$ cat config.mk
export PLATFORM = sky130hd
export DESIGN_NAME = echo_range_to_tone_mapper
export DESIGN_NICKNAME = d
export VERILOG_FILES = /design/src/rtl/core/erttm_pkg.sv /design/src/rtl/core/erttm_capture.sv /design/src/rtl/core/erttm_map.sv /design/src/rtl/core/echo_range_to_tone_mapper.sv
export SDC_FILE = /design/constraint.sdc
export NUM_CORES = 1
export LEC_CHECK = 0
export ABC_AREA = 1
export ABC_CLOCK_PERIOD_IN_PS = 8150
export BUFFER_PORTS_ARGS = -buffer_cell sky130_fd_sc_hd__clkbuf_2
export CAP_MARGIN = 5
export CORE_MARGIN = 2
export CORE_UTILIZATION = 58
export CTS_CLUSTER_SIZE = 25
export DETAILED_ROUTE_END_ITERATION = 12
export PLACE_DENSITY = 0.79
export REMOVE_ABC_BUFFERS = 1
export SLEW_MARGIN = 20
export SYNTH_ARGS = -nofsm -noshare
export SYNTH_HDL_FRONTEND = slang
export SYNTH_SLANG_ARGS = --single-unit
export TNS_END_PERCENT = 100
$ cat constraint.sdc
create_clock -name clk -period 8.15 [get_ports clk]
set_input_delay 2.445 -clock clk [delete_from_list [all_inputs] [get_ports clk]]
set_output_delay 2.445 -clock clk [all_outputs]
set_load 0.005 [all_outputs]
$ cat src/rtl/core/erttm_pkg.sv
package erttm_pkg;

  // Event kinds carried in the func field
  typedef enum logic [1:0] {
    FUNC_CAPTURE  = 2'd0,
    FUNC_OVERFLOW = 2'd1,
    FUNC_BUTTON   = 2'd2,
    FUNC_SAMPLE   = 2'd3
  } erttm_func_t;

  typedef struct packed {
    erttm_func_t  func;
    logic [15:0]  capture_time;
    logic [9:0]   sample;
  } erttm_in_t;

  typedef struct packed {
    logic [9:0] range_cm;
    logic [7:0] tone_top;
    logic [7:0] duty_compare;
    logic       discrete_mode;
    logic       range_updated;
  } erttm_out_t;

  // Pulse length clipped to the last value that still maps below 1024 cm
  localparam int          PERIOD_W   = 17;
  localparam logic [16:0] PERIOD_MAX = 17'd118783;

  // floor(p/116) == (p * RANGE_RECIP) >> RANGE_SHIFT for every p <= PERIOD_MAX
  localparam int          RECIP_W     = 18;
  localparam logic [17:0] RANGE_RECIP = 18'd144632;
  localparam int          RANGE_SHIFT = 24;

  // Word passed from the capture stage to the mapping stage
  typedef struct packed {
    erttm_func_t          func;
    logic [9:0]           sample;
    logic                 closed;
    logic [PERIOD_W-1:0]  period;
  } erttm_pulse_t;

  localparam logic [7:0] TOP_RESET  = 8'd59;
  localparam logic [7:0] TOP_OFFSET = 8'd57;
  localparam logic [7:0] TOP_MIN    = 8'd57;

  localparam int         BAND_COUNT = 8;
  localparam logic [9:0] BAND_LOW   = 10'd2;
  localparam logic [9:0] BAND_UPPER [BAND_COUNT] =
    '{10'd33, 10'd64, 10'd95, 10'd126, 10'd157, 10'd188, 10'd219, 10'd249};
  localparam logic [7:0] BAND_TOP [BAND_COUNT] =
    '{8'd118, 8'd106, 8'd94, 8'd88, 8'd78, 8'd70, 8'd62, 8'd58};

  // Banded tone top; distances outside every band keep the old value
  function automatic logic [7:0] band_top(input logic [9:0] d, input logic [7:0] hold);
    logic [7:0] r;
    logic       hit;
    r   = hold;
    hit = 1'b0;
    if (d > BAND_LOW) begin
      for (int i = 0; i < BAND_COUNT; i++) begin
        if (!hit && d <= BAND_UPPER[i]) begin
          r   = BAND_TOP[i];
          hit = 1'b1;
        end
      end
    end
    return r;
  endfunction

  // Duty numerator over 20; zero means hold (includes the 510..585 gap)
  function automatic logic [3:0] duty_factor(input logic [9:0] s);
    logic [3:0] k;
    priority if (s == 10'd0)   k = 4'd0;
    else if (s <= 10'd213)     k = 4'd1;
    else if (s <= 10'd287)     k = 4'd2;
    else if (s <= 10'd361)     k = 4'd4;
    else if (s <= 10'd435)     k = 4'd5;
    else if (s <= 10'd509)     k = 4'd6;
    else if (s <= 10'd585)     k = 4'd0;
    else if (s <= 10'd658)     k = 4'd7;
    else if (s <= 10'd733)     k = 4'd8;
    else if (s <= 10'd808)     k = 4'd9;
    else if (s <= 10'd882)     k = 4'd10;
    else                       k = 4'd0;
    return k;
  endfunction

endpackage

$ cat src/rtl/core/erttm_capture.sv
module erttm_capture (
  input  logic                    clk,
  input  logic                    rst_n,
  input  logic                    in_valid,
  output logic                    in_stall,
  input  erttm_pkg::erttm_in_t    in_data,
  output logic                    s1_valid,
  output erttm_pkg::erttm_pulse_t s1_data,
  input  logic                    s1_take
);
  import erttm_pkg::*;

  logic                 edge_phase_r, edge_phase_nxt;
  logic [15:0]          start_r, start_nxt;
  logic [7:0]           ovf_r, ovf_nxt;
  logic                 s1_v_r, s1_v_nxt;
  erttm_pulse_t         pulse_r, pulse_nxt;
  logic                 load;
  logic [24:0]          diff;
  logic [PERIOD_W-1:0]  period;

  assign in_stall = s1_v_r && !s1_take;
  assign load     = in_valid && !in_stall;
  assign s1_valid = s1_v_r;
  assign s1_data  = pulse_r;

  // Ticks since the opening edge; a borrow means a negative pulse
  assign diff = {1'b0, ovf_r, in_data.capture_time} - {9'd0, start_r};

  always_comb begin
    if (diff[24]) begin
      period = '0;
    end else if (diff[23:0] > 24'(PERIOD_MAX)) begin
      period = PERIOD_MAX;
    end else begin
      period = diff[PERIOD_W-1:0];
    end
  end

  always_comb begin
    edge_phase_nxt   = edge_phase_r;
    start_nxt        = start_r;
    ovf_nxt          = ovf_r;
    pulse_nxt        = pulse_r;
    s1_v_nxt         = s1_v_r;
    if (s1_take) begin
      s1_v_nxt = 1'b0;
    end
    if (load) begin
      s1_v_nxt         = 1'b1;
      pulse_nxt.func   = in_data.func;
      pulse_nxt.sample = in_data.sample;
      pulse_nxt.period = period;
      pulse_nxt.closed = 1'b0;
      unique case (in_data.func)
        FUNC_CAPTURE: begin
          if (!edge_phase_r) begin
            start_nxt      = in_data.capture_time;
            edge_phase_nxt = 1'b1;
          end else begin
            edge_phase_nxt   = 1'b0;
            ovf_nxt          = '0;
            pulse_nxt.closed = 1'b1;
          end
        end
        FUNC_OVERFLOW: ovf_nxt = ovf_r + 8'd1;
        FUNC_BUTTON:   ;
        FUNC_SAMPLE:   ;
        default:       ;
      endcase
    end
  end

  always_ff @(posedge clk) begin
    if (!rst_n) begin
      edge_phase_r <= 1'b0;
      start_r      <= '0;
      ovf_r        <= '0;
      s1_v_r       <= 1'b0;
    end else begin
      edge_phase_r <= edge_phase_nxt;
      start_r      <= start_nxt;
      ovf_r        <= ovf_nxt;
      s1_v_r       <= s1_v_nxt;
    end
    pulse_r <= pulse_nxt;
  end

`ifndef SYNTHESIS
  a_close_clears_ovf: assert property (@(posedge clk) disable iff (!rst_n)
    load && in_data.func == FUNC_CAPTURE && edge_phase_r |=>
      ovf_r == 8'd0 && !edge_phase_r && pulse_r.closed)
    else $error("closing edge did not clear overflow count");

  a_period_clipped: assert property (@(posedge clk) disable iff (!rst_n)
    s1_v_r |-> pulse_r.period <= PERIOD_MAX)
    else $error("pulse period beyond clip value");
`endif

endmodule

$ cat src/rtl/core/erttm_map.sv
module erttm_map (
  input  logic                    clk,
  input  logic                    rst_n,
  input  logic                    s1_valid,
  input  erttm_pkg::erttm_pulse_t s1_data,
  output logic                    s1_take,
  output logic                    out_valid,
  input  logic                    out_stall,
  output erttm_pkg::erttm_out_t   out_data
);
  import erttm_pkg::*;

  logic                          press_r, press_nxt;
  logic                          mode_r, mode_nxt;
  logic [9:0]                    dist_r, dist_nxt;
  logic [7:0]                    top_r, top_nxt;
  logic [7:0]                    cmp_r, cmp_nxt;
  logic                          out_v_r, out_v_nxt;
  erttm_out_t                    out_r, out_nxt;
  logic                          adv;
  logic [PERIOD_W+RECIP_W-1:0]   prod;
  logic [9:0]                    dist_new;
  logic [17:0]                   d249;
  logic [8:0]                    tone_sum;
  logic [7:0]                    tone_cont;
  logic [3:0]                    k;
  logic [11:0]                   top_k;
  logic [9:0]                    quarter;
  logic [17:0]                   q205;
  logic [7:0]                    duty_new;

  assign adv       = s1_valid && (!out_v_r || !out_stall);
  assign s1_take   = adv;
  assign out_valid = out_v_r;
  assign out_data  = out_r;

  // Distance: reciprocal multiply, exact over the clipped period range
  assign prod     = (PERIOD_W+RECIP_W)'(s1_data.period) * (PERIOD_W+RECIP_W)'(RANGE_RECIP);
  assign dist_new = prod[RANGE_SHIFT +: 10];

  // Continuous tone: d*249 = d*256 - d*4 - d*2 - d
  assign d249      = {dist_new, 8'd0} - {6'd0, dist_new, 2'd0}
                   - {7'd0, dist_new, 1'd0} - {8'd0, dist_new};
  assign tone_sum  = {1'b0, d249[17:10]} + {1'b0, TOP_OFFSET};
  assign tone_cont = tone_sum[8] ? 8'hFF : tone_sum[7:0];

  // Duty: floor(top*k/20) = floor(floor(top*k/4)*205 >> 10)
  assign k        = duty_factor(s1_data.sample);
  assign top_k    = 12'(top_r) * 12'(k);
  assign quarter  = top_k[11:2];
  assign q205     = {1'b0, quarter, 7'd0} + {2'd0, quarter, 6'd0} + {5'd0, quarter, 3'd0}
                  + {6'd0, quarter, 2'd0} + {8'd0, quarter};
  assign duty_new = q205[17:10];

  always_comb begin
    press_nxt = press_r;
    mode_nxt  = mode_r;
    dist_nxt  = dist_r;
    top_nxt   = top_r;
    cmp_nxt   = cmp_r;
    out_nxt   = out_r;
    out_v_nxt = out_v_r;
    if (!out_stall) begin
      out_v_nxt = 1'b0;
    end
    if (adv) begin
      out_v_nxt = 1'b1;
      unique case (s1_data.func)
        FUNC_CAPTURE: begin
          if (s1_data.closed) begin
            dist_nxt = dist_new;
            top_nxt  = mode_r ? band_top(dist_new, top_r) : tone_cont;
          end
        end
        FUNC_OVERFLOW: ;
        FUNC_BUTTON: begin
          press_nxt = !press_r;
          if (press_r) begin
            mode_nxt = !mode_r;
          end
        end
        FUNC_SAMPLE: begin
          if (k != 4'd0) begin
            cmp_nxt = duty_new;
          end
        end
        default: ;
      endcase
      out_nxt.range_cm      = dist_nxt;
      out_nxt.tone_top      = top_nxt;
      out_nxt.duty_compare  = cmp_nxt;
      out_nxt.discrete_mode = mode_nxt;
      out_nxt.range_updated = s1_data.closed;
    end
  end

  always_ff @(posedge clk) begin
    if (!rst_n) begin
      press_r <= 1'b0;
      mode_r  <= 1'b0;
      dist_r  <= '0;
      top_r   <= TOP_RESET;
      cmp_r   <= '0;
      out_v_r <= 1'b0;
    end else begin
      press_r <= press_nxt;
      mode_r  <= mode_nxt;
      dist_r  <= dist_nxt;
      top_r   <= top_nxt;
      cmp_r   <= cmp_nxt;
      out_v_r <= out_v_nxt;
    end
    out_r <= out_nxt;
  end

`ifndef SYNTHESIS
  a_top_floor: assert property (@(posedge clk) disable iff (!rst_n)
    top_r >= TOP_MIN)
    else $error("tone top below lowest mapped value");

  a_dist_only_on_close: assert property (@(posedge clk) disable iff (!rst_n)
    adv && !s1_data.closed |=> $stable(dist_r))
    else $error("distance changed without a closed pulse");
`endif

endmodule

$ cat src/rtl/core/echo_range_to_tone_mapper.sv
// A word accepted at the input is registered in the capture stage, then in the
// mapping stage's output register, where out_valid rises. Throughput: one word per
// cycle while out_stall is low; capture stage, then mapping stage with output register.
// Reset (rst_n low, synchronous): both stages empty, edge phase, start time,
// overflow count, press count, mode and distance cleared, tone top 59, duty 0.
module echo_range_to_tone_mapper (
  input  logic                  clk,
  input  logic                  rst_n,
  // event words
  input  logic                  in_valid,
  output logic                  in_stall,
  input  erttm_pkg::erttm_in_t  in_data,
  // result words, one per event
  output logic                  out_valid,
  input  logic                  out_stall,
  output erttm_pkg::erttm_out_t out_data
);
  import erttm_pkg::*;

  logic         s1_valid;
  logic         s1_take;
  erttm_pulse_t s1_data;

  // Stage 1: echo edge pairing, overflow counting, pulse length in ticks
  erttm_capture u_capture (
    .clk      (clk),
    .rst_n    (rst_n),
    .in_valid (in_valid),
    .in_stall (in_stall),
    .in_data  (in_data),
    .s1_valid (s1_valid),
    .s1_data  (s1_data),
    .s1_take  (s1_take)
  );

  // Stage 2: ticks to cm, tone top (continuous or banded), duty, mode toggle
  erttm_map u_map (
    .clk       (clk),
    .rst_n     (rst_n),
    .s1_valid  (s1_valid),
    .s1_data   (s1_data),
    .s1_take   (s1_take),
    .out_valid (out_valid),
    .out_stall (out_stall),
    .out_data  (out_data)
  );

endmodule
==> results of run 1 <==
[area by class of cell]
type	instances	area, um2
flip-flops and latches	113	2840
inverters	466	1750
multi-input cells	1325	11000
repair buffers	239	1680
well taps	330	413
clock buffers	20	458
clock inverters	12	81.3
fillers	1778	6930
[Yosys cell counts, drive strengths merged (4+ instances only)]
cell type / number
fa: 126
nand3: 80
a21o: 5
a21oi: 104
buf: 6
nand3b: 5
nand4: 25
inv: 464
o21bai: 9
edfxtp: 58
xnor2: 14
clkbuf: 13
nor2: 171
a21boi: 5
ha: 225
nor3: 17
a31oi: 9
nand2: 357
o31ai: 4
o21ai: 98
dfxtp: 55
or2: 7
xor2: 39
[cell families (layout without fill, tap and decap cells)]
group	after synthesis	in the layout	synth area share (%)
flip-flops	113	113	19.2
XOR/XNOR	53	53	3.18
adder cells (fa/ha/maj)	351	351	36.0
buffers and inverters	485	737	12.3
AND/OR/NAND/NOR	671	671	19.9
AO/OA/AOI/OAI	250	250	9.44
[registers in the layout (all words and copies together) (netlist names), 8 cells and up]
signal             cells
u_map.top_r            8
u_map.dist_r          10
u_capture.start_r     16
u_map.out_data        28
u_map.cmp_r            8
u_capture.ovf_r        8
u_capture.s1_data     30
[layer usage]
metal | vias up | share of wire [%] | GRT usage, %
li1 | 6530 | - | -
met1 | 6384 | 40 | 37.3
met2 | 491 | 50 | 55.3
met3 | 137 | 5.2 | 4.37
met4 | 0 | 4.4 | 12.9
met5 | - | 0 | 0
[worst max path at each step]
| stage | slack, ns | to | cells past startpoint |
|---|---|---|---|
| after floorplan | -0.27 | u_map.out_data[16] | 40 |
| after global placement | -0.53 | u_map.top_r[6] | 46 |
| after CTS | -0.13 | u_map.out_data[15] | 45 |
| final | -0.59 | u_map.out_data[17] | 45 |
| after global routing | -0.89 | u_map.out_data[17] | 49 |
| after detailed placement | -0.67 | u_map.top_r[6] | 41 |
[through the flow]
step	util, %	setup TNS, ns	hold slack, ns
floorplan	-	-3.62	0.427
detailed placement	65.7	-9.40	0.453
finish	72.5	-7.26	0.459
global placement	65.7	-6.97	0.446
CTS	70.8	-1.43	0.461
global route	72.5	-12.35	0.485
[tightest hold or removal path: cells and delay by family (launching register included)]
family / cells / cell delay [ns]
AOI/OAI and AO/OA: 1 / 0.06
buffers and inverters: 1 / 0.06
DFF: 1 / 0.30
[repair_timing]
| item | CTS | global route |
|---|---|---|
| resized for setup | 125 | 77 |
| setup buffers | 18 | 18 |
| pin swaps | 87 | 58 |
| setup endpoints to repair | 16 | 25 |
==> metrics.yaml, run 1 <==
detailed_routing:
  vias: 13542
  wl_per_cell_um: 16.2
  route.detailed.drc: 0
  drt-pass1-iter-count: 5
  wl_um: 40600
  drtAntennaViolNets: 0
  via_per_inst: 5.41
  drtIter0Drc: 860
floorplanning:
  die_y_um: 164
  start_util_pct: 58.9
  std_cell_rows: 58
  die_x_um: 164
  coreArea_mm2: 0.0252
  ios: 62
  dieArea_mm2: 0.0269
worst_hold_path:
  hp-start: "u_capture.start_r[3]"
  hp-class: "register to register"
  min_path_cells: 2
  hold_path_end: "u_capture.start_r[3]"
place:
  detailed_place_hpwl_um: 29500
  place.gp.congestion: 0.934
  post_dp_cell_area_mm2: 0.0165
  pre_cts_ws_ns: -0.672
  dp.cells: 2437
  io_buffers: 61
clocking:
  numCtsBuffers: 17
  root_buffer: "clkbuf_16"
  cts_sinks: 113
  cts_hold_buf: 0
  clk_pin_slew_ns: 0.06
  cts_tree: "yes"
  cts_buffer_depth: 2
  ctsHtreeMaxLevel: 4
  worstSkewPairLatency_ns: 0.43
logic_synthesis:
  yosys_warnings: 0
  synth_top_cell_area_share_pct: 19.0
  ys.flop_type: "edfxtp_1"
  yosysTopAreaCell: "ha_1"
  yosysSeqAreaShare_pct: 19.2
  avgSynthCellArea_um2: 7.72
  synth_edf_count: 58
  synth_area_mm2: 0.0148
  yosysUniqueCellTypes: 56
  synth_area_leaders: "ha_1 19%, fa_1 17%, edfxtp_1 12%, inv_1 12%, nand2_1 8.4%"
  synth_seq_cells: 113
  synthCells: 1923
  async_flop_share_pct: 0
setup_path:
  max_stage_delay_ns: 0.55
  rrSetupSlack_ns: -0.59
  path_buf_inv: 10
  startpoint_type: "register"
  cp-startpoint: "u_capture.s1_data[12]"
  critPathKind: "register to register"
  path_delay_family: "adder cells"
  cp_max_fo: 4
  worstPathArrival_ns: 8.93
  end_kind: "register"
  timing.rr.end: "u_map.out_data[17]"
  cp_data_required_time_ns: 8.34
  r2r_start: "u_capture.s1_data[12]"
  rr_worst_depth: 45
  slowest_stage: "fa_1"
final_layout:
  drive_gt1_share_pct: 22.9
  nets: 2545
  fin_area_mm2: 0.0183
  syn2layout_area_growth_pct: 23.0
  antenna_cells: 0
  layout_commonest_cell: "inv_1"
  fin_cells: 2505
  final_cell_mix: "427 x inv_1, 298 x nand2_1, 199 x ha_1"
grt:
  grt_max_degree: 69
  grtUsageTotal_pct: 30.9
  grt_overflow: 0
  grt_pass1_vias: 14168
  grt_pass1_wl_um: 66300
  antenna_found_initial: 0
timing:
  post-route-period-util_pct: 107
  fin_ws_ns: -0.592
  hold_viol: 0
  finalMaxSlewViolations: 0
  relSlewSlack_pct: 40.5
  worst_pin_slew_ns: 0.890
  min_period_ns: 8.74
  rsz0062_at_grt: "yes"
  setup_viol: 16
  fin_worst_skew_ns: 0.0176
  max_freq_mhz: 114
job:
  maxCapViolCount: 0
status:
  violations: "setup timing"
  outcome: "finished, violations left"
Power of run 1 is left out: the tool's default activity adds up to more than one toggle a clock period on the data nets, which glitch-free logic cannot reach.
==> inputs of run 2 (changes only) <==
Settings changed: ABC_CLOCK_PERIOD_IN_PS 8150 to 8200, CORE_UTILIZATION 58 to 65, MAX_ROUTING_LAYER set to met4, PLACE_DENSITY 0.79 to 0.83, REMOVE_ABC_BUFFERS 1 to unset.
Clock period 8.15 ns to 8.2 ns, I/O delays scaled along.
==> run 2 against run 1 <==
  * The run still ends with setup timing left
  * Worst hold slack hardly changed
  * Routed wire length is 0.22% lower
  * Cell count is 3.5% lower
  * Fmax is 2.6% higher
  * Sequential share of layout area is 0.28 points higher
  * Die area is 11% lower
  * Via count hardly changed
  * Core utilization is 7.2 points higher
  * Clock-buffer cell count is 1 higher
  * Design area is 1.8% lower
==> metrics.yaml, run 2 (synthesized netlist as in run 1, its figures left out) <==
status:
  outcome: "finished, violations left"
  violations: "setup timing"
setup_path:
  startpoint_type: "register"
  max_stage_delay_ns: 0.53
  slowest_stage: "fa_1"
  end_kind: "register"
  critPathKind: "register to register"
  worstPathArrival_ns: 8.70
  cp_max_fo: 4
  r2r_start: "u_capture.s1_data[14]"
  path_delay_family: "adder cells"
  cp-startpoint: "u_capture.s1_data[14]"
  cp_data_required_time_ns: 8.38
  path_buf_inv: 10
clocking:
  ctsHtreeMaxLevel: 4
  clk_pin_slew_ns: 0.06
  worstSkewPairLatency_ns: 0.44
  root_buffer: "clkbuf_16"
  cts_sinks: 113
  cts_hold_buf: 0
  cts_tree: "yes"
  cts_buffer_depth: 2
  numCtsBuffers: 17
final_layout:
  largest_reg_flops: 30
  antenna_cells: 0
  fill_cells: 1457
  drive_gt1_share_pct: 20.8
  layout_commonest_cell: "inv_1"
  syn2layout_area_growth_pct: 20.8
  nets: 2502
  final_cell_mix: "433 x inv_1, 302 x nand2_1, 198 x ha_1"
timing:
  worst_pin_slew_ns: 0.968
  finalSetupTns_ns: -4.05
  fin_ws_ns: -0.320
  relSlewSlack_pct: 35.4
  hold_viol: 0
  post-route-period-util_pct: 104
  fin_worst_skew_ns: 0.0172
  finalMaxSlewViolations: 0
  rsz0062_at_grt: "yes"
  max_freq_mhz: 117
  min_period_ns: 8.52
  setup_viol: 16
detailed_routing:
  wl_per_cell_um: 16.8
  via_per_inst: 5.61
  vias: 13552
  drt-pass1-iter-count: 6
  route.detailed.drc: 0
  drtIter0Drc: 1076
  wl_um: 40500
  drtAntennaViolNets: 0
logic_synthesis:
  syn_nets: 2306
grt:
  grt_max_degree: 69
  grt_overflow: 0
  grt_pass1_wl_um: 64500
  antenna_found_initial: 0
  grtUsageTotal_pct: 34.5
  grt_pass1_vias: 13797
worst_hold_path:
  hp-start: "u_capture.start_r[2]"
  hp-class: "register to register"
floorplanning:
  dieArea_mm2: 0.0240
  die_y_um: 155
  ios: 62
  std_cell_rows: 55
  start_util_pct: 65.9
  coreArea_mm2: 0.0225
  die_x_um: 155
place:
  pre_cts_ws_ns: -0.494
  detailed_place_hpwl_um: 29500
  place.gp.congestion: 0.995
  io_buffers: 61
job:
  maxCapViolCount: 0
==> run 2: worst min-delay path, cell delays in order, from the launching register on <==
cell     delay (ns)
dfxtp_1        0.30
inv_1          0.06
a21oi_1        0.05
==> run 2: repair_timing <==
action,4_1_cts,5_1_grt
pin swaps,64,48
gates resized for setup,86,92
setup buffers,20,14
endpoints found under the setup margin,16,30
==> run 2: cell type report <==
cell class	instances	area [um2]	share of cell area, %
Tap cell	285	357	1.99
Inverter	466	1750	9.79
Clock buffer	21	514	2.87
Clock inverter	11	111	0.621
Sequential cell	113	2840	15.9
Multi-Input combinational cell	1325	11000	61.2
Timing Repair Buffer	196	1370	7.63
==> run 2: layer usage <==
| metal | wire length [um] | track usage [%] | up-vias |
|---|---|---|---|
| met5 | 0 | - | - |
| met4 | 1950 | 14.7 | 0 |
| met3 | 2680 | 4.46 | 159 |
| met2 | 20000 | 58.5 | 610 |
| met1 | 15900 | 41.7 | 6345 |
| li1 | - | - | 6438 |
==> run 2: path summary, 6_finish.rpt <==
kind	end	slack (ns)	depth (start not counted)
worst min-delay path	u_capture.start_r[2]	0.46	2
worst max-delay path	u_map.out_data[16]	-0.32	44
worst min register to register	u_capture.start_r[2]	0.46	2
worst max register to register	u_map.out_data[16]	-0.32	44
==> run 2: metrics by stage <==
stage | area (um2) | hold WS (ns) | util [%] | instances
final | 17900 | 0.459 | 79.7 | 2417
after global routing | 17900 | 0.483 | 79.7 | 2417
after CTS | 17400 | 0.462 | 77.5 | 2403
after detailed placement | 16200 | 0.453 | 72.1 | 2351
after global placement | 16200 | 0.444 | 72.1 | 2351
after floorplan | 14900 | 0.427 | - | 1923
Power of run 2 is left out for the same reason.
==> inputs of run 3 (changes only) <==
Settings changed: SETUP_SLACK_MARGIN set to 0.5.
==> run 3 against run 2 <==
  * Fmax barely moved
  * Die area unchanged
  * Sequential share of layout area barely moved
  * Critical path depth up 2
  * The flow still finishes with violations (setup timing)
  * Flip-flop and latch count did not move
==> metrics.yaml, run 3 (synthesized netlist as in run 1, its figures left out) <==
clocking:
  cts_hold_buf: 0
  cts_tree: "yes"
  cts_buffer_depth: 2
  root_buffer: "clkbuf_16"
  cts_sinks: 113
  clk_pin_slew_ns: 0.06
  numCtsBuffers: 17
  worstSkewPairLatency_ns: 0.43
  ctsHtreeMaxLevel: 4
final_layout:
  final_cell_mix: "429 x inv_1, 300 x nand2_1, 193 x ha_1"
  multi_input_comb_area_mm2: 0.0111
  fin_area_mm2: 0.0179
  fill_cells: 1439
  largest_reg_flops: 30
  syn2layout_area_growth_pct: 20.7
  layout_commonest_cell: "inv_1"
  antenna_cells: 0
  fin_cells: 2413
  seqCellArea_mm2: 0.00284
  drive_gt1_share_pct: 21.6
  nets: 2498
timing:
  worst_pin_slew_ns: 0.908
  setup_viol: 16
  min_period_ns: 8.51
  finalSetupTns_ns: -3.58
  post-route-period-util_pct: 104
  max_freq_mhz: 117
  hold_viol: 0
  fin_worst_skew_ns: 0.0133
  relSlewSlack_pct: 39.4
  fin_ws_ns: -0.314
  rsz0062_at_grt: "yes"
  finalMaxSlewViolations: 0
logic_synthesis:
  syn_nets: 2306
setup_path:
  max_stage_delay_ns: 0.55
  cp_max_fo: 4
  end_kind: "register"
  rr_worst_depth: 46
  worstPathArrival_ns: 8.80
  cp_data_required_time_ns: 8.49
  r2r_start: "u_capture.s1_data[9]"
  rrSetupSlack_ns: -0.31
  startpoint_type: "register"
  critPathKind: "register to register"
  slowest_stage: "fa_1"
  timing.rr.end: "u_map.top_r[6]"
detailed_routing:
  wl_um: 38500
  drt-pass1-iter-count: 8
  via_per_inst: 5.51
  drtAntennaViolNets: 0
  vias: 13296
  drtIter0Drc: 895
  route.detailed.drc: 0
  wl_per_cell_um: 16.0
floorplanning:
  ios: 62
  dieArea_mm2: 0.0240
  coreArea_mm2: 0.0225
  die_x_um: 155
  std_cell_rows: 55
  start_util_pct: 65.9
  die_y_um: 155
place:
  place.gp.congestion: 0.929
  detailed_place_hpwl_um: 28700
  dp.cells: 2329
  post_dp_cell_area_mm2: 0.0162
  io_buffers: 61
  pre_cts_ws_ns: -0.346
grt:
  grt_pass1_vias: 13660
  grt_pass1_wl_um: 63500
  antenna_found_initial: 0
  grtUsageTotal_pct: 33.6
  grt_overflow: 0
  grt_max_degree: 69
worst_hold_path:
  min_path_cells: 2
  hp-class: "register to register"
  hp-start: "u_capture.start_r[5]"
  hold_path_end: "u_capture.start_r[5]"
job:
  maxCapViolCount: 0
status:
  outcome: "finished, violations left"
  violations: "setup timing"
## run 3: changes by cell type in the layout (fill, tap and decap cells not counted), moves of 3 or more
cell      previous run  this run
ha_4                25        31
buf_6               13         8
ha_1               198       193
inv_2               30        35
inv_6                5         0
a21oi_2             15        19
inv_1              433       429
nand2_2             44        48
a21oi_1             87        84
clkinv_4             4         7
## run 3: metrics by stage
stage	util (%)	hold slack [ns]
after floorplan	-	0.427
after global placement	72.1	0.443
after detailed placement	72.1	0.452
after CTS	77.0	0.462
after global routing	79.6	0.484
final	79.6	0.458
## run 3: cell type report
cell class	instances	share of cell area [%]
Inverter	466	9.76
Sequential cell	113	15.9
Timing Repair Buffer	192	7.36
Tap cell	285	1.99
Clock buffer	20	2.73
Clock inverter	12	0.538
Multi-Input combinational cell	1325	61.7
## run 3: worst max-delay path by stage
stage,slack (ns),start,to,depth (start not counted)
floorplan,0.25,u_capture.s1_data[15],u_map.out_data[14],44
global placement,-0.15,u_capture.s1_data[10],u_map.out_data[15],44
detailed placement,-0.35,u_capture.s1_data[10],u_map.out_data[15],42
CTS,-0.04,u_capture.s1_data[14],u_map.top_r[6],48
global route,-0.69,u_capture.s1_data[10],u_map.top_r[6],50
finish,-0.31,u_capture.s1_data[9],u_map.top_r[6],46
## run 3: timing repair
item	CTS	global route
pin swaps	47	54
buffers inserted	24	28
resized for setup	77	86
endpoints found under the setup margin	20	32
## run 3: worst max-delay path: cells and delay by family (launching register included)
family	cells	cell delay (ns)
compound gates	4	0.57
simple gates	19	1.74
xor+xnor	1	0.22
flops	1	0.48
buf+inv	11	1.18
fa+ha+maj	11	4.19
## run 3: per-layer routing
metal | part of all wire (%) | vias up | global-route usage [%]
met5 | 0 | - | -
met4 | 4.1 | 0 | 13.6
met3 | 5.8 | 138 | 4.26
met2 | 49 | 487 | 56.4
met1 | 41 | 6225 | 41.4
li1 | - | 6446 | -
Power of run 3 is left out for the same reason.
